<file path="src/rtl/pas_pkg.sv">
// ---------------------------------------------------------------------------
// pas_pkg
// Widths, register map, reset values and stage payload types of the scaler.
// ---------------------------------------------------------------------------
package pas_pkg;

   localparam int TYPE_W   = 8;
   localparam int CODE_W   = 16;
   localparam int VALUE_W  = 16;
   localparam int COUNT_W  = 2;
   localparam int FACTOR_W = 14;
   localparam int SPEED_W  = 16;
   localparam int CSR_IDX_W  = 3;
   localparam int CSR_DATA_W = 16;

   // Interpolation numerator |fmax - fmin| * (mag - speed_low) and its divisor.
   localparam int NUM_W = FACTOR_W + SPEED_W;
   localparam int DEN_W = SPEED_W;

   // Magnitude times factor.
   localparam int PROD_W = VALUE_W + FACTOR_W;

   // Divide by 100 as multiply by ceil(2^36 / 100) and shift; exact below 2^29.
   localparam int RECIP_W     = 30;
   localparam int RECIP_SHIFT = 36;
   localparam int MUL_W       = PROD_W + RECIP_W;
   localparam int QUOT_W      = MUL_W - RECIP_SHIFT;
   localparam logic [RECIP_W-1:0] RECIP_MULT = 30'd687194768;

   localparam logic [VALUE_W-1:0] VALUE_MAX     = 16'h7FFF;
   localparam logic [VALUE_W-1:0] VALUE_MIN     = 16'h8000;
   localparam logic [QUOT_W-1:0]  QUOT_POS_LIM  = 24'd32767;
   localparam logic [QUOT_W-1:0]  QUOT_NEG_LIM  = 24'd32768;

   // Register indexes.
   localparam logic [CSR_IDX_W-1:0] REG_MATCH_TYPE  = 3'd0;
   localparam logic [CSR_IDX_W-1:0] REG_CODE_COUNT  = 3'd1;
   localparam logic [CSR_IDX_W-1:0] REG_FIRST_CODE  = 3'd2;
   localparam logic [CSR_IDX_W-1:0] REG_SECOND_CODE = 3'd3;
   localparam logic [CSR_IDX_W-1:0] REG_FACTOR_LO   = 3'd4;
   localparam logic [CSR_IDX_W-1:0] REG_FACTOR_HI   = 3'd5;
   localparam logic [CSR_IDX_W-1:0] REG_SPEED_LOW   = 3'd6;
   localparam logic [CSR_IDX_W-1:0] REG_SPEED_HIGH  = 3'd7;

   typedef struct packed {
      logic [TYPE_W-1:0]   match_type;
      logic [COUNT_W-1:0]  code_count;
      logic [CODE_W-1:0]   first_code;
      logic [CODE_W-1:0]   second_code;
      logic [FACTOR_W-1:0] factor_lo;
      logic [FACTOR_W-1:0] factor_hi;
      logic [SPEED_W-1:0]  speed_low;
      logic [SPEED_W-1:0]  speed_high;
   } cfg_type;

   localparam cfg_type CFG_RESET = '{
      match_type:  8'd2,
      code_count:  2'd2,
      first_code:  16'd0,
      second_code: 16'd1,
      factor_lo:   14'd100,
      factor_hi:   14'd200,
      speed_low:   16'd2,
      speed_high:  16'd20
   };

   // Per-item data that rides along the pipeline next to the arithmetic.
   typedef struct packed {
      logic               hit;
      logic [VALUE_W-1:0] value;
      logic [SPEED_W-1:0] mag;
      logic               use_min;
      logic               use_max;
      logic               dneg;
   } side_type;

endpackage

</file>
<file path="src/rtl/pointer_speed_accel_scaler.sv">
// ---------------------------------------------------------------------------
// pointer_speed_accel_scaler
// Linear pointer acceleration over a stream of motion events.
// ---------------------------------------------------------------------------
// Takes one event per cycle while the result side does not stall and returns
// one result per event, in order. Events whose type equals match_type and
// whose code equals one of the first code_count codes are scaled by a
// percent factor that changes linearly from the low-speed factor at
// speed_low to the high-speed factor at speed_high over the magnitude of
// the value; the result is value * factor / 100, truncated toward zero and
// clamped to 16 bits signed, and rsp_tuser flags it. Every other event
// comes back unchanged. The pipeline is the 14-stage divider that
// interpolates the factor, one quotient bit per stage, plus three front
// stages and four scaling stages. A stall on rsp_tready freezes the whole
// pipeline, and the input side keeps taking events while the output
// register is empty or being drained. Write the registers only while
// no transaction is in flight.
// ---------------------------------------------------------------------------
module pointer_speed_accel_scaler
   import pas_pkg::*;
(
   input  logic                   clock,
   input  logic                   reset,

   input  logic                   req_tvalid,
   output logic                   req_tready,
   input  logic [31:0]            req_tdata,    // [15:0] event_code, [31:16] event_value
   input  logic [TYPE_W-1:0]      req_tuser,    // [7:0] event_type

   output logic                   rsp_tvalid,
   input  logic                   rsp_tready,
   output logic [VALUE_W-1:0]     rsp_tdata,    // [15:0] out_value
   output logic                   rsp_tuser,    // [0] was_scaled

   input  logic                   csr_valid,
   output logic                   csr_ready,
   input  logic [CSR_IDX_W-1:0]   csr_index,
   input  logic [CSR_DATA_W-1:0]  csr_wdata
);

   cfg_type             cfg_ff;
   cfg_type             cfg_in;
   logic                pipe_en;

   logic                fr_vld;
   side_type            fr_side;
   logic [NUM_W-1:0]    fr_num;
   logic [DEN_W-1:0]    fr_den;

   logic                dv_vld;
   side_type            dv_side;
   logic [FACTOR_W-1:0] dv_quo;

   // Register writes are always taken.
   assign csr_ready = 1'b1;

   always_comb begin
      cfg_in = cfg_ff;
      if (csr_valid) begin
         case (csr_index)
            REG_MATCH_TYPE:  cfg_in.match_type  = csr_wdata[TYPE_W-1:0];
            REG_CODE_COUNT:  cfg_in.code_count  = csr_wdata[COUNT_W-1:0];
            REG_FIRST_CODE:  cfg_in.first_code  = csr_wdata[CODE_W-1:0];
            REG_SECOND_CODE: cfg_in.second_code = csr_wdata[CODE_W-1:0];
            REG_FACTOR_LO:   cfg_in.factor_lo   = csr_wdata[FACTOR_W-1:0];
            REG_FACTOR_HI:   cfg_in.factor_hi   = csr_wdata[FACTOR_W-1:0];
            REG_SPEED_LOW:   cfg_in.speed_low   = csr_wdata[SPEED_W-1:0];
            REG_SPEED_HIGH:  cfg_in.speed_high  = csr_wdata[SPEED_W-1:0];
            default:         cfg_in = cfg_ff;
         endcase
      end
   end

   always_ff @(posedge clock) begin
      if (reset) begin
         cfg_ff <= CFG_RESET;
      end else begin
         cfg_ff <= cfg_in;
      end
   end

   // Advance every stage together unless a finished result is held back.
   assign pipe_en    = !rsp_tvalid || rsp_tready;
   assign req_tready = pipe_en;

   pas_front u_front (
      .clock    (clock),
      .reset    (reset),
      .pipe_en  (pipe_en),
      .cfg      (cfg_ff),
      .in_vld   (req_tvalid),
      .in_type  (req_tuser),
      .in_code  (req_tdata[15:0]),
      .in_value (req_tdata[31:16]),
      .out_vld  (fr_vld),
      .out_side (fr_side),
      .out_num  (fr_num),
      .out_den  (fr_den)
   );

   pas_div u_div (
      .clock    (clock),
      .reset    (reset),
      .pipe_en  (pipe_en),
      .in_vld   (fr_vld),
      .in_side  (fr_side),
      .in_num   (fr_num),
      .in_den   (fr_den),
      .out_vld  (dv_vld),
      .out_side (dv_side),
      .out_quo  (dv_quo)
   );

   pas_scale u_scale (
      .clock      (clock),
      .reset      (reset),
      .pipe_en    (pipe_en),
      .cfg        (cfg_ff),
      .in_vld     (dv_vld),
      .in_side    (dv_side),
      .in_quo     (dv_quo),
      .out_vld    (rsp_tvalid),
      .out_value  (rsp_tdata),
      .out_scaled (rsp_tuser)
   );

endmodule

</file>
<file path="src/rtl/pas_front.sv">
// ---------------------------------------------------------------------------
// pas_front
// Match decode, magnitude, curve segment select and interpolation numerator.
// ---------------------------------------------------------------------------
module pas_front
   import pas_pkg::*;
(
   input  logic                clock,
   input  logic                reset,
   input  logic                pipe_en,
   input  cfg_type             cfg,
   input  logic                in_vld,
   input  logic [TYPE_W-1:0]   in_type,
   input  logic [CODE_W-1:0]   in_code,
   input  logic [VALUE_W-1:0]  in_value,
   output logic                out_vld,
   output side_type            out_side,
   output logic [NUM_W-1:0]    out_num,
   output logic [DEN_W-1:0]    out_den
);

   // stage 1: hit and magnitude
   logic               s1_vld_ff;
   logic               s1_hit_ff;
   logic [VALUE_W-1:0] s1_value_ff;
   logic [SPEED_W-1:0] s1_mag_ff;
   logic               hit_in;
   logic [SPEED_W-1:0] mag_in;

   // stage 2: segment select and operands
   logic                s2_vld_ff;
   side_type            s2_side_ff;
   logic [FACTOR_W-1:0] s2_dd_ff;
   logic [SPEED_W-1:0]  s2_off_ff;
   logic [DEN_W-1:0]    s2_den_ff;
   side_type            side_in;
   logic [FACTOR_W-1:0] dd_in;

   // stage 3: numerator product
   logic              s3_vld_ff;
   side_type          s3_side_ff;
   logic [NUM_W-1:0]  s3_num_ff;
   logic [DEN_W-1:0]  s3_den_ff;

   always_comb begin
      hit_in = 1'b0;
      if (in_type == cfg.match_type) begin
         if (cfg.code_count != 2'd0 && in_code == cfg.first_code) begin
            hit_in = 1'b1;
         end
         if (cfg.code_count[1] && in_code == cfg.second_code) begin
            hit_in = 1'b1;
         end
      end
      // most negative value wraps to 0x8000, read unsigned as 32768
      mag_in = in_value[VALUE_W-1] ? (~in_value + 1'b1) : in_value;
   end

   always_ff @(posedge clock) begin
      if (reset) begin
         s1_vld_ff <= 1'b0;
      end else if (pipe_en) begin
         s1_vld_ff <= in_vld;
      end
      if (pipe_en) begin
         s1_hit_ff   <= hit_in;
         s1_value_ff <= in_value;
         s1_mag_ff   <= mag_in;
      end
   end

   always_comb begin
      side_in.hit     = s1_hit_ff;
      side_in.value   = s1_value_ff;
      side_in.mag     = s1_mag_ff;
      side_in.use_min = (cfg.speed_high <= cfg.speed_low) || (s1_mag_ff <= cfg.speed_low);
      side_in.use_max = (s1_mag_ff >= cfg.speed_high);
      side_in.dneg    = (cfg.factor_hi < cfg.factor_lo);
      dd_in = side_in.dneg ? (cfg.factor_lo - cfg.factor_hi)
                           : (cfg.factor_hi - cfg.factor_lo);
   end

   always_ff @(posedge clock) begin
      if (reset) begin
         s2_vld_ff <= 1'b0;
      end else if (pipe_en) begin
         s2_vld_ff <= s1_vld_ff;
      end
      if (pipe_en) begin
         s2_side_ff <= side_in;
         s2_dd_ff   <= dd_in;
         s2_off_ff  <= s1_mag_ff - cfg.speed_low;
         s2_den_ff  <= cfg.speed_high - cfg.speed_low;
      end
   end

   always_ff @(posedge clock) begin
      if (reset) begin
         s3_vld_ff <= 1'b0;
      end else if (pipe_en) begin
         s3_vld_ff <= s2_vld_ff;
      end
      if (pipe_en) begin
         s3_side_ff <= s2_side_ff;
         s3_num_ff  <= NUM_W'(s2_dd_ff) * NUM_W'(s2_off_ff);
         s3_den_ff  <= s2_den_ff;
      end
   end

   assign out_vld  = s3_vld_ff;
   assign out_side = s3_side_ff;
   assign out_num  = s3_num_ff;
   assign out_den  = s3_den_ff;

endmodule

</file>
<file path="src/rtl/pas_div.sv">
// ---------------------------------------------------------------------------
// pas_div
// Restoring divider, one quotient bit per pipeline stage.
// ---------------------------------------------------------------------------
module pas_div
   import pas_pkg::*;
(
   input  logic                clock,
   input  logic                reset,
   input  logic                pipe_en,
   input  logic                in_vld,
   input  side_type            in_side,
   input  logic [NUM_W-1:0]    in_num,
   input  logic [DEN_W-1:0]    in_den,
   output logic                out_vld,
   output side_type            out_side,
   output logic [FACTOR_W-1:0] out_quo
);

   // The quotient of an interpolated point never exceeds |fmax - fmin|,
   // so FACTOR_W quotient bits cover it.
   logic                vld_ff  [FACTOR_W];
   side_type            side_ff [FACTOR_W];
   logic [NUM_W-1:0]    rem_ff  [FACTOR_W];
   logic [FACTOR_W-1:0] quo_ff  [FACTOR_W];
   logic [DEN_W-1:0]    den_ff  [FACTOR_W];

   for (genvar k = 0; k < FACTOR_W; k++) begin : g_stage
      localparam int BIT = FACTOR_W - 1 - k;

      logic                vld_src;
      side_type            side_src;
      logic [NUM_W-1:0]    rem_src;
      logic [FACTOR_W-1:0] quo_src;
      logic [DEN_W-1:0]    den_src;
      logic [NUM_W-1:0]    trial;
      logic [NUM_W-1:0]    rem_in;
      logic [FACTOR_W-1:0] quo_in;

      if (k == 0) begin : g_head
         assign vld_src  = in_vld;
         assign side_src = in_side;
         assign rem_src  = in_num;
         assign quo_src  = '0;
         assign den_src  = in_den;
      end else begin : g_body
         assign vld_src  = vld_ff[k-1];
         assign side_src = side_ff[k-1];
         assign rem_src  = rem_ff[k-1];
         assign quo_src  = quo_ff[k-1];
         assign den_src  = den_ff[k-1];
      end

      always_comb begin
         trial  = NUM_W'(den_src) << BIT;
         rem_in = rem_src;
         quo_in = quo_src;
         if (rem_src >= trial) begin
            rem_in = rem_src - trial;
            quo_in = quo_src | (FACTOR_W'(1) << BIT);
         end
      end

      always_ff @(posedge clock) begin
         if (reset) begin
            vld_ff[k] <= 1'b0;
         end else if (pipe_en) begin
            vld_ff[k] <= vld_src;
         end
         if (pipe_en) begin
            side_ff[k] <= side_src;
            rem_ff[k]  <= rem_in;
            quo_ff[k]  <= quo_in;
            den_ff[k]  <= den_src;
         end
      end
   end

   assign out_vld  = vld_ff[FACTOR_W-1];
   assign out_side = side_ff[FACTOR_W-1];
   assign out_quo  = quo_ff[FACTOR_W-1];

endmodule

</file>
<file path="src/rtl/pas_scale.sv">
// ---------------------------------------------------------------------------
// pas_scale
// Factor select, value scaling, divide by 100 and saturation.
// ---------------------------------------------------------------------------
module pas_scale
   import pas_pkg::*;
(
   input  logic                clock,
   input  logic                reset,
   input  logic                pipe_en,
   input  cfg_type             cfg,
   input  logic                in_vld,
   input  side_type            in_side,
   input  logic [FACTOR_W-1:0] in_quo,
   output logic                out_vld,
   output logic [VALUE_W-1:0]  out_value,
   output logic                out_scaled
);

   logic                s1_vld_ff;
   side_type            s1_side_ff;
   logic [FACTOR_W-1:0] s1_fac_ff;
   logic [FACTOR_W-1:0] fac_in;

   logic                s2_vld_ff;
   side_type            s2_side_ff;
   logic [PROD_W-1:0]   s2_prod_ff;

   logic                s3_vld_ff;
   side_type            s3_side_ff;
   logic [QUOT_W-1:0]   s3_quot_ff;
   logic [MUL_W-1:0]    recip_full;

   logic                s4_vld_ff;
   logic [VALUE_W-1:0]  s4_value_ff;
   logic                s4_scaled_ff;
   logic [VALUE_W-1:0]  value_in;

   always_comb begin
      if (in_side.use_min) begin
         fac_in = cfg.factor_lo;
      end else if (in_side.use_max) begin
         fac_in = cfg.factor_hi;
      end else if (in_side.dneg) begin
         fac_in = cfg.factor_lo - in_quo;
      end else begin
         fac_in = cfg.factor_lo + in_quo;
      end
   end

   always_comb begin
      recip_full = MUL_W'(s2_prod_ff) * MUL_W'(RECIP_MULT);
   end

   always_comb begin
      // truncate toward zero: divide the magnitude, then restore the sign
      if (!s3_side_ff.hit) begin
         value_in = s3_side_ff.value;
      end else if (s3_side_ff.value[VALUE_W-1]) begin
         value_in = (s3_quot_ff > QUOT_NEG_LIM) ? VALUE_MIN
                                                : (~s3_quot_ff[VALUE_W-1:0] + 1'b1);
      end else begin
         value_in = (s3_quot_ff > QUOT_POS_LIM) ? VALUE_MAX : s3_quot_ff[VALUE_W-1:0];
      end
   end

   always_ff @(posedge clock) begin
      if (reset) begin
         s1_vld_ff <= 1'b0;
         s2_vld_ff <= 1'b0;
         s3_vld_ff <= 1'b0;
         s4_vld_ff <= 1'b0;
      end else if (pipe_en) begin
         s1_vld_ff <= in_vld;
         s2_vld_ff <= s1_vld_ff;
         s3_vld_ff <= s2_vld_ff;
         s4_vld_ff <= s3_vld_ff;
      end
      if (pipe_en) begin
         s1_side_ff   <= in_side;
         s1_fac_ff    <= fac_in;
         s2_side_ff   <= s1_side_ff;
         s2_prod_ff   <= PROD_W'(s1_side_ff.mag) * PROD_W'(s1_fac_ff);
         s3_side_ff   <= s2_side_ff;
         s3_quot_ff   <= recip_full[MUL_W-1:RECIP_SHIFT];
         s4_value_ff  <= value_in;
         s4_scaled_ff <= s3_side_ff.hit;
      end
   end

   assign out_vld    = s4_vld_ff;
   assign out_value  = s4_value_ff;
   assign out_scaled = s4_scaled_ff;

endmodule

</file>
<file path="config.mk">
export PLATFORM = sky130hd
export DESIGN_NAME = pointer_speed_accel_scaler
export DESIGN_NICKNAME = d
export VERILOG_FILES = /design/src/rtl/pas_pkg.sv /design/src/rtl/pointer_speed_accel_scaler.sv /design/src/rtl/pas_front.sv /design/src/rtl/pas_div.sv /design/src/rtl/pas_scale.sv
export SDC_FILE = /design/constraint.sdc
export NUM_CORES = 2
export LEC_CHECK = 0
export BUFFER_PORTS_ARGS = -buffer_cell sky130_fd_sc_hd__buf_2
export CAP_MARGIN = 20
export CORE_ASPECT_RATIO = 0.5
export CORE_MARGIN = 4
export CORE_UTILIZATION = 25
export CTS_CLUSTER_SIZE = 20
export DETAILED_ROUTE_END_ITERATION = 10
export PLACE_DENSITY = 0.37
export SYNTH_ARGS = -nofsm -noshare
export SYNTH_HDL_FRONTEND = slang
export SYNTH_HIERARCHICAL = 1
export SYNTH_SLANG_ARGS = --single-unit
</file>
<file path="constraint.sdc">
create_clock -name clock -period 47.4 [get_ports clock]
set_input_delay 4.74 -clock clock [delete_from_list [all_inputs] [get_ports clock]]
set_output_delay 4.74 -clock clock [all_outputs]
set_load 0.02 [all_outputs]
</file>
=== Word-level counts from Yosys, hierarchy flattened ===
Memory sizes are Yosys's and may differ from the RTL's. A register that Yosys moved wholly into a read port is not among the register bits.
Index checks and enable logic that the tools add are counted.

* Register bits: 457
* Bits in writable memories: 1358
* Input bits: 64
* Output and inout bits: 20
* Memories: 5

* Add/subtract/negate cells: 22
* Multiply operators: 3
* Magnitude comparators: 20
* Eq/ne operators: 10
* Mux-type cells: 59
* Bitwise operators: 16
* Reductions and logical operators: 15

{| class="wikitable"
|+ Memory list
! name !! words !! bits a word !! read ports !! clocked after memory_dff !! wr ports !! line !! text
|-
| u_div.side_ff || 14 || 36 || 14 || 0 || 14 || pas_div.sv:23 || <nowiki>side_type side_ff [FACTOR_W];</nowiki>
|-
| u_div.rem_ff || 14 || 30 || 13 || 0 || 14 || pas_div.sv:24 || <nowiki>logic [NUM_W-1:0] rem_ff [FACTOR_W];</nowiki>
|-
| u_div.den_ff || 14 || 16 || 13 || 0 || 14 || pas_div.sv:26 || <nowiki>logic [DEN_W-1:0] den_ff [FACTOR_W];</nowiki>
|-
| u_div.quo_ff || 14 || 14 || 14 || 0 || 14 || pas_div.sv:25 || <nowiki>logic [FACTOR_W-1:0] quo_ff [FACTOR_W];</nowiki>
|-
| u_div.vld_ff || 14 || 1 || 14 || 1 || 14 || pas_div.sv:22 || <nowiki>logic vld_ff [FACTOR_W];</nowiki>
|}

{| class="wikitable"
|+ Operator list
! kind !! count
|-
| $mux 30 || 14
|-
| $mux 14 || 5
|-
| $mux 16 || 4
|-
| $mul 30x26->56 const B || 1
|-
| $sub 14x14->14 || 3
|-
| $add 16x1->16 const B || 2
|-
| $eq 16x16->1 || 2
|-
| $le 16x16->1 || 2
|-
| $not 16->16 || 2
|-
| $sub 16x16->16 || 2
|-
| $ge 30x16->1 || 1
|-
| $ge 30x17->1 || 1
|-
| $ge 30x18->1 || 1
|-
| $ge 30x19->1 || 1
|-
| $ge 30x20->1 || 1
|-
| $ge 30x21->1 || 1
|-
| $ge 30x22->1 || 1
|-
| $ge 30x23->1 || 1
|-
| $ge 30x24->1 || 1
|-
| $ge 30x25->1 || 1
|-
| $ge 30x26->1 || 1
|-
| $ge 30x27->1 || 1
|-
| $ge 30x28->1 || 1
|-
| $ge 30x29->1 || 1
|-
| 46 further kinds || 94
|}

=== Depth between registers and ports, before layout ===
* Depth after elaboration: 6
* Mapped depth: 24

=== Hierarchy ===
The synthesis kept the hierarchy.

{| class="wikitable"
|+ Modules (own cells, without submodules)
! module !! instances !! cells an instance !! area each (sq um)
|-
| pas_div || 1 || 3587 || 52225.1
|-
| pas_scale || 1 || 2460 || 25962.4
|-
| pas_front || 1 || 1630 || 17374.2
|-
| pointer_speed_accel_scaler || 1 || 372 || 4083.9
|}

=== Worst setup path after synthesis ===
OpenSTA, ideal clock, no wires.

* Path kind: input-to-output
* Start: input port rsp_tready
* End: output port req_tready
* Data arrival time: 41.905 ns
* Slack: 0.755 ns
* Stages on the path: 1
* Cells stage by stage: nand2b_1

* Longest elaborated chain between the ends: 1

{| class="wikitable"
|+ RTL lines
! item !! line !! text
|-
| from (decl) || pointer_speed_accel_scaler.sv:31 || <nowiki>input logic rsp_tready,</nowiki>
|-
| $logic_or 1x1->1 || pointer_speed_accel_scaler.sv:83 || <nowiki>assign pipe_en = !rsp_tvalid || rsp_tready;</nowiki>
|-
| to (decl) || pointer_speed_accel_scaler.sv:26 || <nowiki>output logic req_tready,</nowiki>
|}

Every way passes these cells.

=== Worst setup path in the final report ===
* Start: input port rsp_tready
* End: register u_scale.s3_quot_ff[12], enable pin

* Longest elaborated chain between the ends: 1

{| class="wikitable"
|+ RTL lines
! item !! line !! text
|-
| $logic_or 1x1->1 || pointer_speed_accel_scaler.sv:83 ||
|-
| to (signal assigned) || pas_scale.sv:85 || <nowiki>s3_quot_ff <= recip_full[MUL_W-1:RECIP_SHIFT];</nowiki>
|-
| to (decl) || pas_scale.sv:31 || <nowiki>logic [QUOT_W-1:0] s3_quot_ff;</nowiki>
|}

Every way passes these cells.
A chain may end at the register's enable or synchronous reset.

==> impl_metrics.yaml <==
status:
  outcome: "finished clean"
place:
  gp_congestion: 0.799
  dpl.hpwl_um: 173000
  pre_cts_slack_ns: 35.86
  port-buffer-count: 82
floorplanning:
  die_w_um: 901
  coreArea_mm2: 0.396
  fp.dieH_um: 454
  ios: 84
  initial_core_util_pct: 25.2
  die_area_mm2: 0.409
  rows: 163
timing:
  setup_violations: 0
  final.setup.tns_ns: 0
  worst_pin_slew_ns: 1.09
  finalHoldViolations: 0
  whs_ns: 0.343
  skew_ns: 0.0850
  rsz0062_at_grt: "no"
  fin_crit_sh_pct: 22.1
  drv_slew: 0
  layout_setup_ws_ns: 36.94
  layout_min_cycle_time_ns: 10.46
  maxSlewHeadroom_pct: 27.4
  fmax_mhz: 95.6
yosys:
  synth_edf_count: 1567
  syn_area_mm2: 0.0996
  synth_nets: 9570
  synth_top_area_share_pct: 47.2
  ys_types: 103
  ys_async_sr_fraction_pct: 0
  yosys_warnings: 6
  synth_area_leaders: "edfxtp_1 47%, fa_1 13%, ha_1 10%"
  ys_seq_area_share_pct: 49.4
  synth-main-ff-cell: "edfxtp_1"
  synth.largest_area_cell: "edfxtp_1"
  synth_seq_cells: 1676
  netlist_instances: 8049
  syn-mean-instance-area_um2: 12.4
cts:
  post_cts_buffers: 0
  cts_buffers: 187
  clk_pin_slew_ns: 0.06
  clock_path_buffers: 4
  cts_root_buf: "clkbuf_16"
  h-tree-depth: 4
  clock_latency_ns: 0.85
  hold_buffers: 0
  postCtsResizedCells: 0
  cts_sinks: 1676
  cts_tree: "built"
drt:
  post_drt_wl_per_cell_um: 16.9
  wl_met2_um: 107000
  vias: 57700
  drt.antenna.violating_nets: 0
  wl_um: 231000
  wl_met1_um: 113000
  via_per_inst: 4.23
  highest_layer: "met4"
  dr.pass1.iters: 9
  drt_iter0_drc: 2847
  drc: 0
  dr_wl_met3_um: 6120
hold_path:
  hold_path.class: "register to register"
  min_from: "u_div/side_ff[0][260]"
  hold_path_depth: 0
  min_to: "u_div/side_ff[1][8]"
worst_setup_path:
  r2r-start: "u_scale/s2_prod_ff[16]"
  path_class: "input port to register"
  reg2reg_depth: 19
  path_cells: "buf_2, nand2b_4, buf_12, buf_4, buf_12, buf_4, buf_4, buf_4, buf_4"
  cpMostUsedCell: "buf_4"
  r2r-end: "u_scale/s3_quot_ff[23]"
  start_kind: "input port"
  crit_required_ns: 47.83
  cpPeakStageDelay_ns: 0.91
  cp_slowest_cell: "buf_4"
  worstPathArrival_ns: 10.89
  worstSetupEndpointType: "register"
  ff2ff_setup_slack_ns: 39.94
  crit_fanout: 139
global_routing:
  grt_pass1_wl_um: 364000
  overflow: 0
  grt_pass1_vias: 61200
  grtUsageTotal_pct: 11.2
  antenna_found_initial: 12
  grt_max_degree: 188
run:
  drv_cap: 0
layout:
  syn_to_final_growth_pct: 12.7
  layout_commonest_cell: "edfxtp_1"
  drive_gt1_share_pct: 6.64
  fin_util_pct: 28.4
  nets: 9716
  final_cell_mix: "1567 x edfxtp_1, 1173 x inv_1, 829 x ha_1"
  nFillCells: 40600
metrics by stage:
| stage | cell area [um^2] | std cells |
|---|---|---|
| after CTS | 112000 | 13600 |
| after global placement | 106000 | 13300 |
| final | 112000 | 13600 |
| after detailed placement | 106000 | 13300 |
| after floorplan | 99600 | 8049 |
| after global routing | 112000 | 13600 |
flip-flops by register name, summed over array words and instances (netlist names), 17 cells and up:
| register | flops |
|---|---|
| cfg_ff | 102 |
| u_div/den_ff | 208 |
| u_div/quo_ff | 105 |
| u_div/rem_ff | 390 |
| u_div/side_ff | 504 |
| u_front/out_num | 30 |
| u_front/out_side | 35 |
| u_front/s2_side_ff | 35 |
| u_scale/s1_side_ff | 33 |
| u_scale/s2_prod_ff | 30 |
| u_scale/s2_side_ff | 17 |
| u_scale/s3_quot_ff | 24 |
| u_scale/s3_side_ff | 17 |
cell usage after synthesis, types with 9 or more instances:
library cell,n
nand4_1,50
ha_1,829
a31oi_1,38
or2_2,18
o21ai_1,11
o211ai_1,22
xor2_1,155
nor4_1,45
mux2i_1,117
a21boi_0,13
nand2b_1,153
inv_1,1173
a21o_1,139
mux2_2,79
o21a_1,42
nor3_1,75
edfxtp_1,1567
dfxtp_1,109
o31ai_1,32
clkbuf_1,130
a211oi_1,48
or3_1,39
buf_2,25
a21oi_1,381
xnor2_1,276
buf_1,9
nor4b_1,16
fa_1,628
a31o_2,9
or4_1,25
o21ai_0,241
nor2_1,346
nand2_1,507
and2_1,239
nand4b_1,22
and4_1,9
o2111ai_1,12
and3_1,35
nand3_1,93
o31a_1,16
nor3b_1,12
nor2b_1,51
o21bai_1,45
worst max-delay path by stage:
| stage | from | to | slack, ns | cells after the start |
|---|---|---|---|---|
| after floorplan | rsp_tready | req_tready | 0.75 | 1 |
| after CTS | rsp_tready | u_scale/s3_quot_ff[12] | 36.80 | 9 |
| final | rsp_tready | u_scale/s3_quot_ff[12] | 36.94 | 9 |
| after global placement | rsp_tready | u_scale/s3_quot_ff[21] | 35.93 | 9 |
| after global routing | rsp_tready | u_scale/s3_quot_ff[12] | 36.36 | 9 |
| after detailed placement | rsp_tready | u_scale/s3_quot_ff[22] | 35.86 | 9 |
cells by family (layout without fill, tap and decap cells):
family / Yosys count / in the layout / synth area share, %
XOR/XNOR: 431 / 431 / 3.79
other: 1 / 4 / 0.00376
buffers and inverters: 1344 / 1637 / 5.13
adder cells (fa/ha/maj): 1457 / 1457 / 23.0
flip-flops: 1676 / 1676 / 49.4
multiplexers: 197 / 197 / 2.08
AO/OA/AOI/OAI: 1160 / 1160 / 7.38
AND/OR/NAND/NOR: 1783 / 1783 / 9.18
routing by layer:
layer	track usage [%]	up-vias
li1	-	28300
met1	15.8	28400
met2	18.6	707
met3	1.26	302
met4	2.56	0
met5	0	-
critical path, delay by kind of cell:
kind	cells	cell delay [ns]
simple gates	1	0.48
buf+inv	8	5.17
layout make-up:
type | instances | area (um^2) | share of cell area [%]
clock inverter | 103 | 966 | 0.860
multi-input combinational | 5029 | 45400 | 40.4
sequential | 1676 | 49200 | 43.8
inverter | 1173 | 4400 | 3.92
antenna | 3 | 7.51 | 0.00668
clock buffer | 233 | 4960 | 4.42
tap | 5280 | 6610 | 5.88
timing repair buffer | 128 | 806 | 0.717
Power is left out: the tool's default activity adds up to more than one toggle a clock period on the data nets, which glitch-free logic cannot reach.
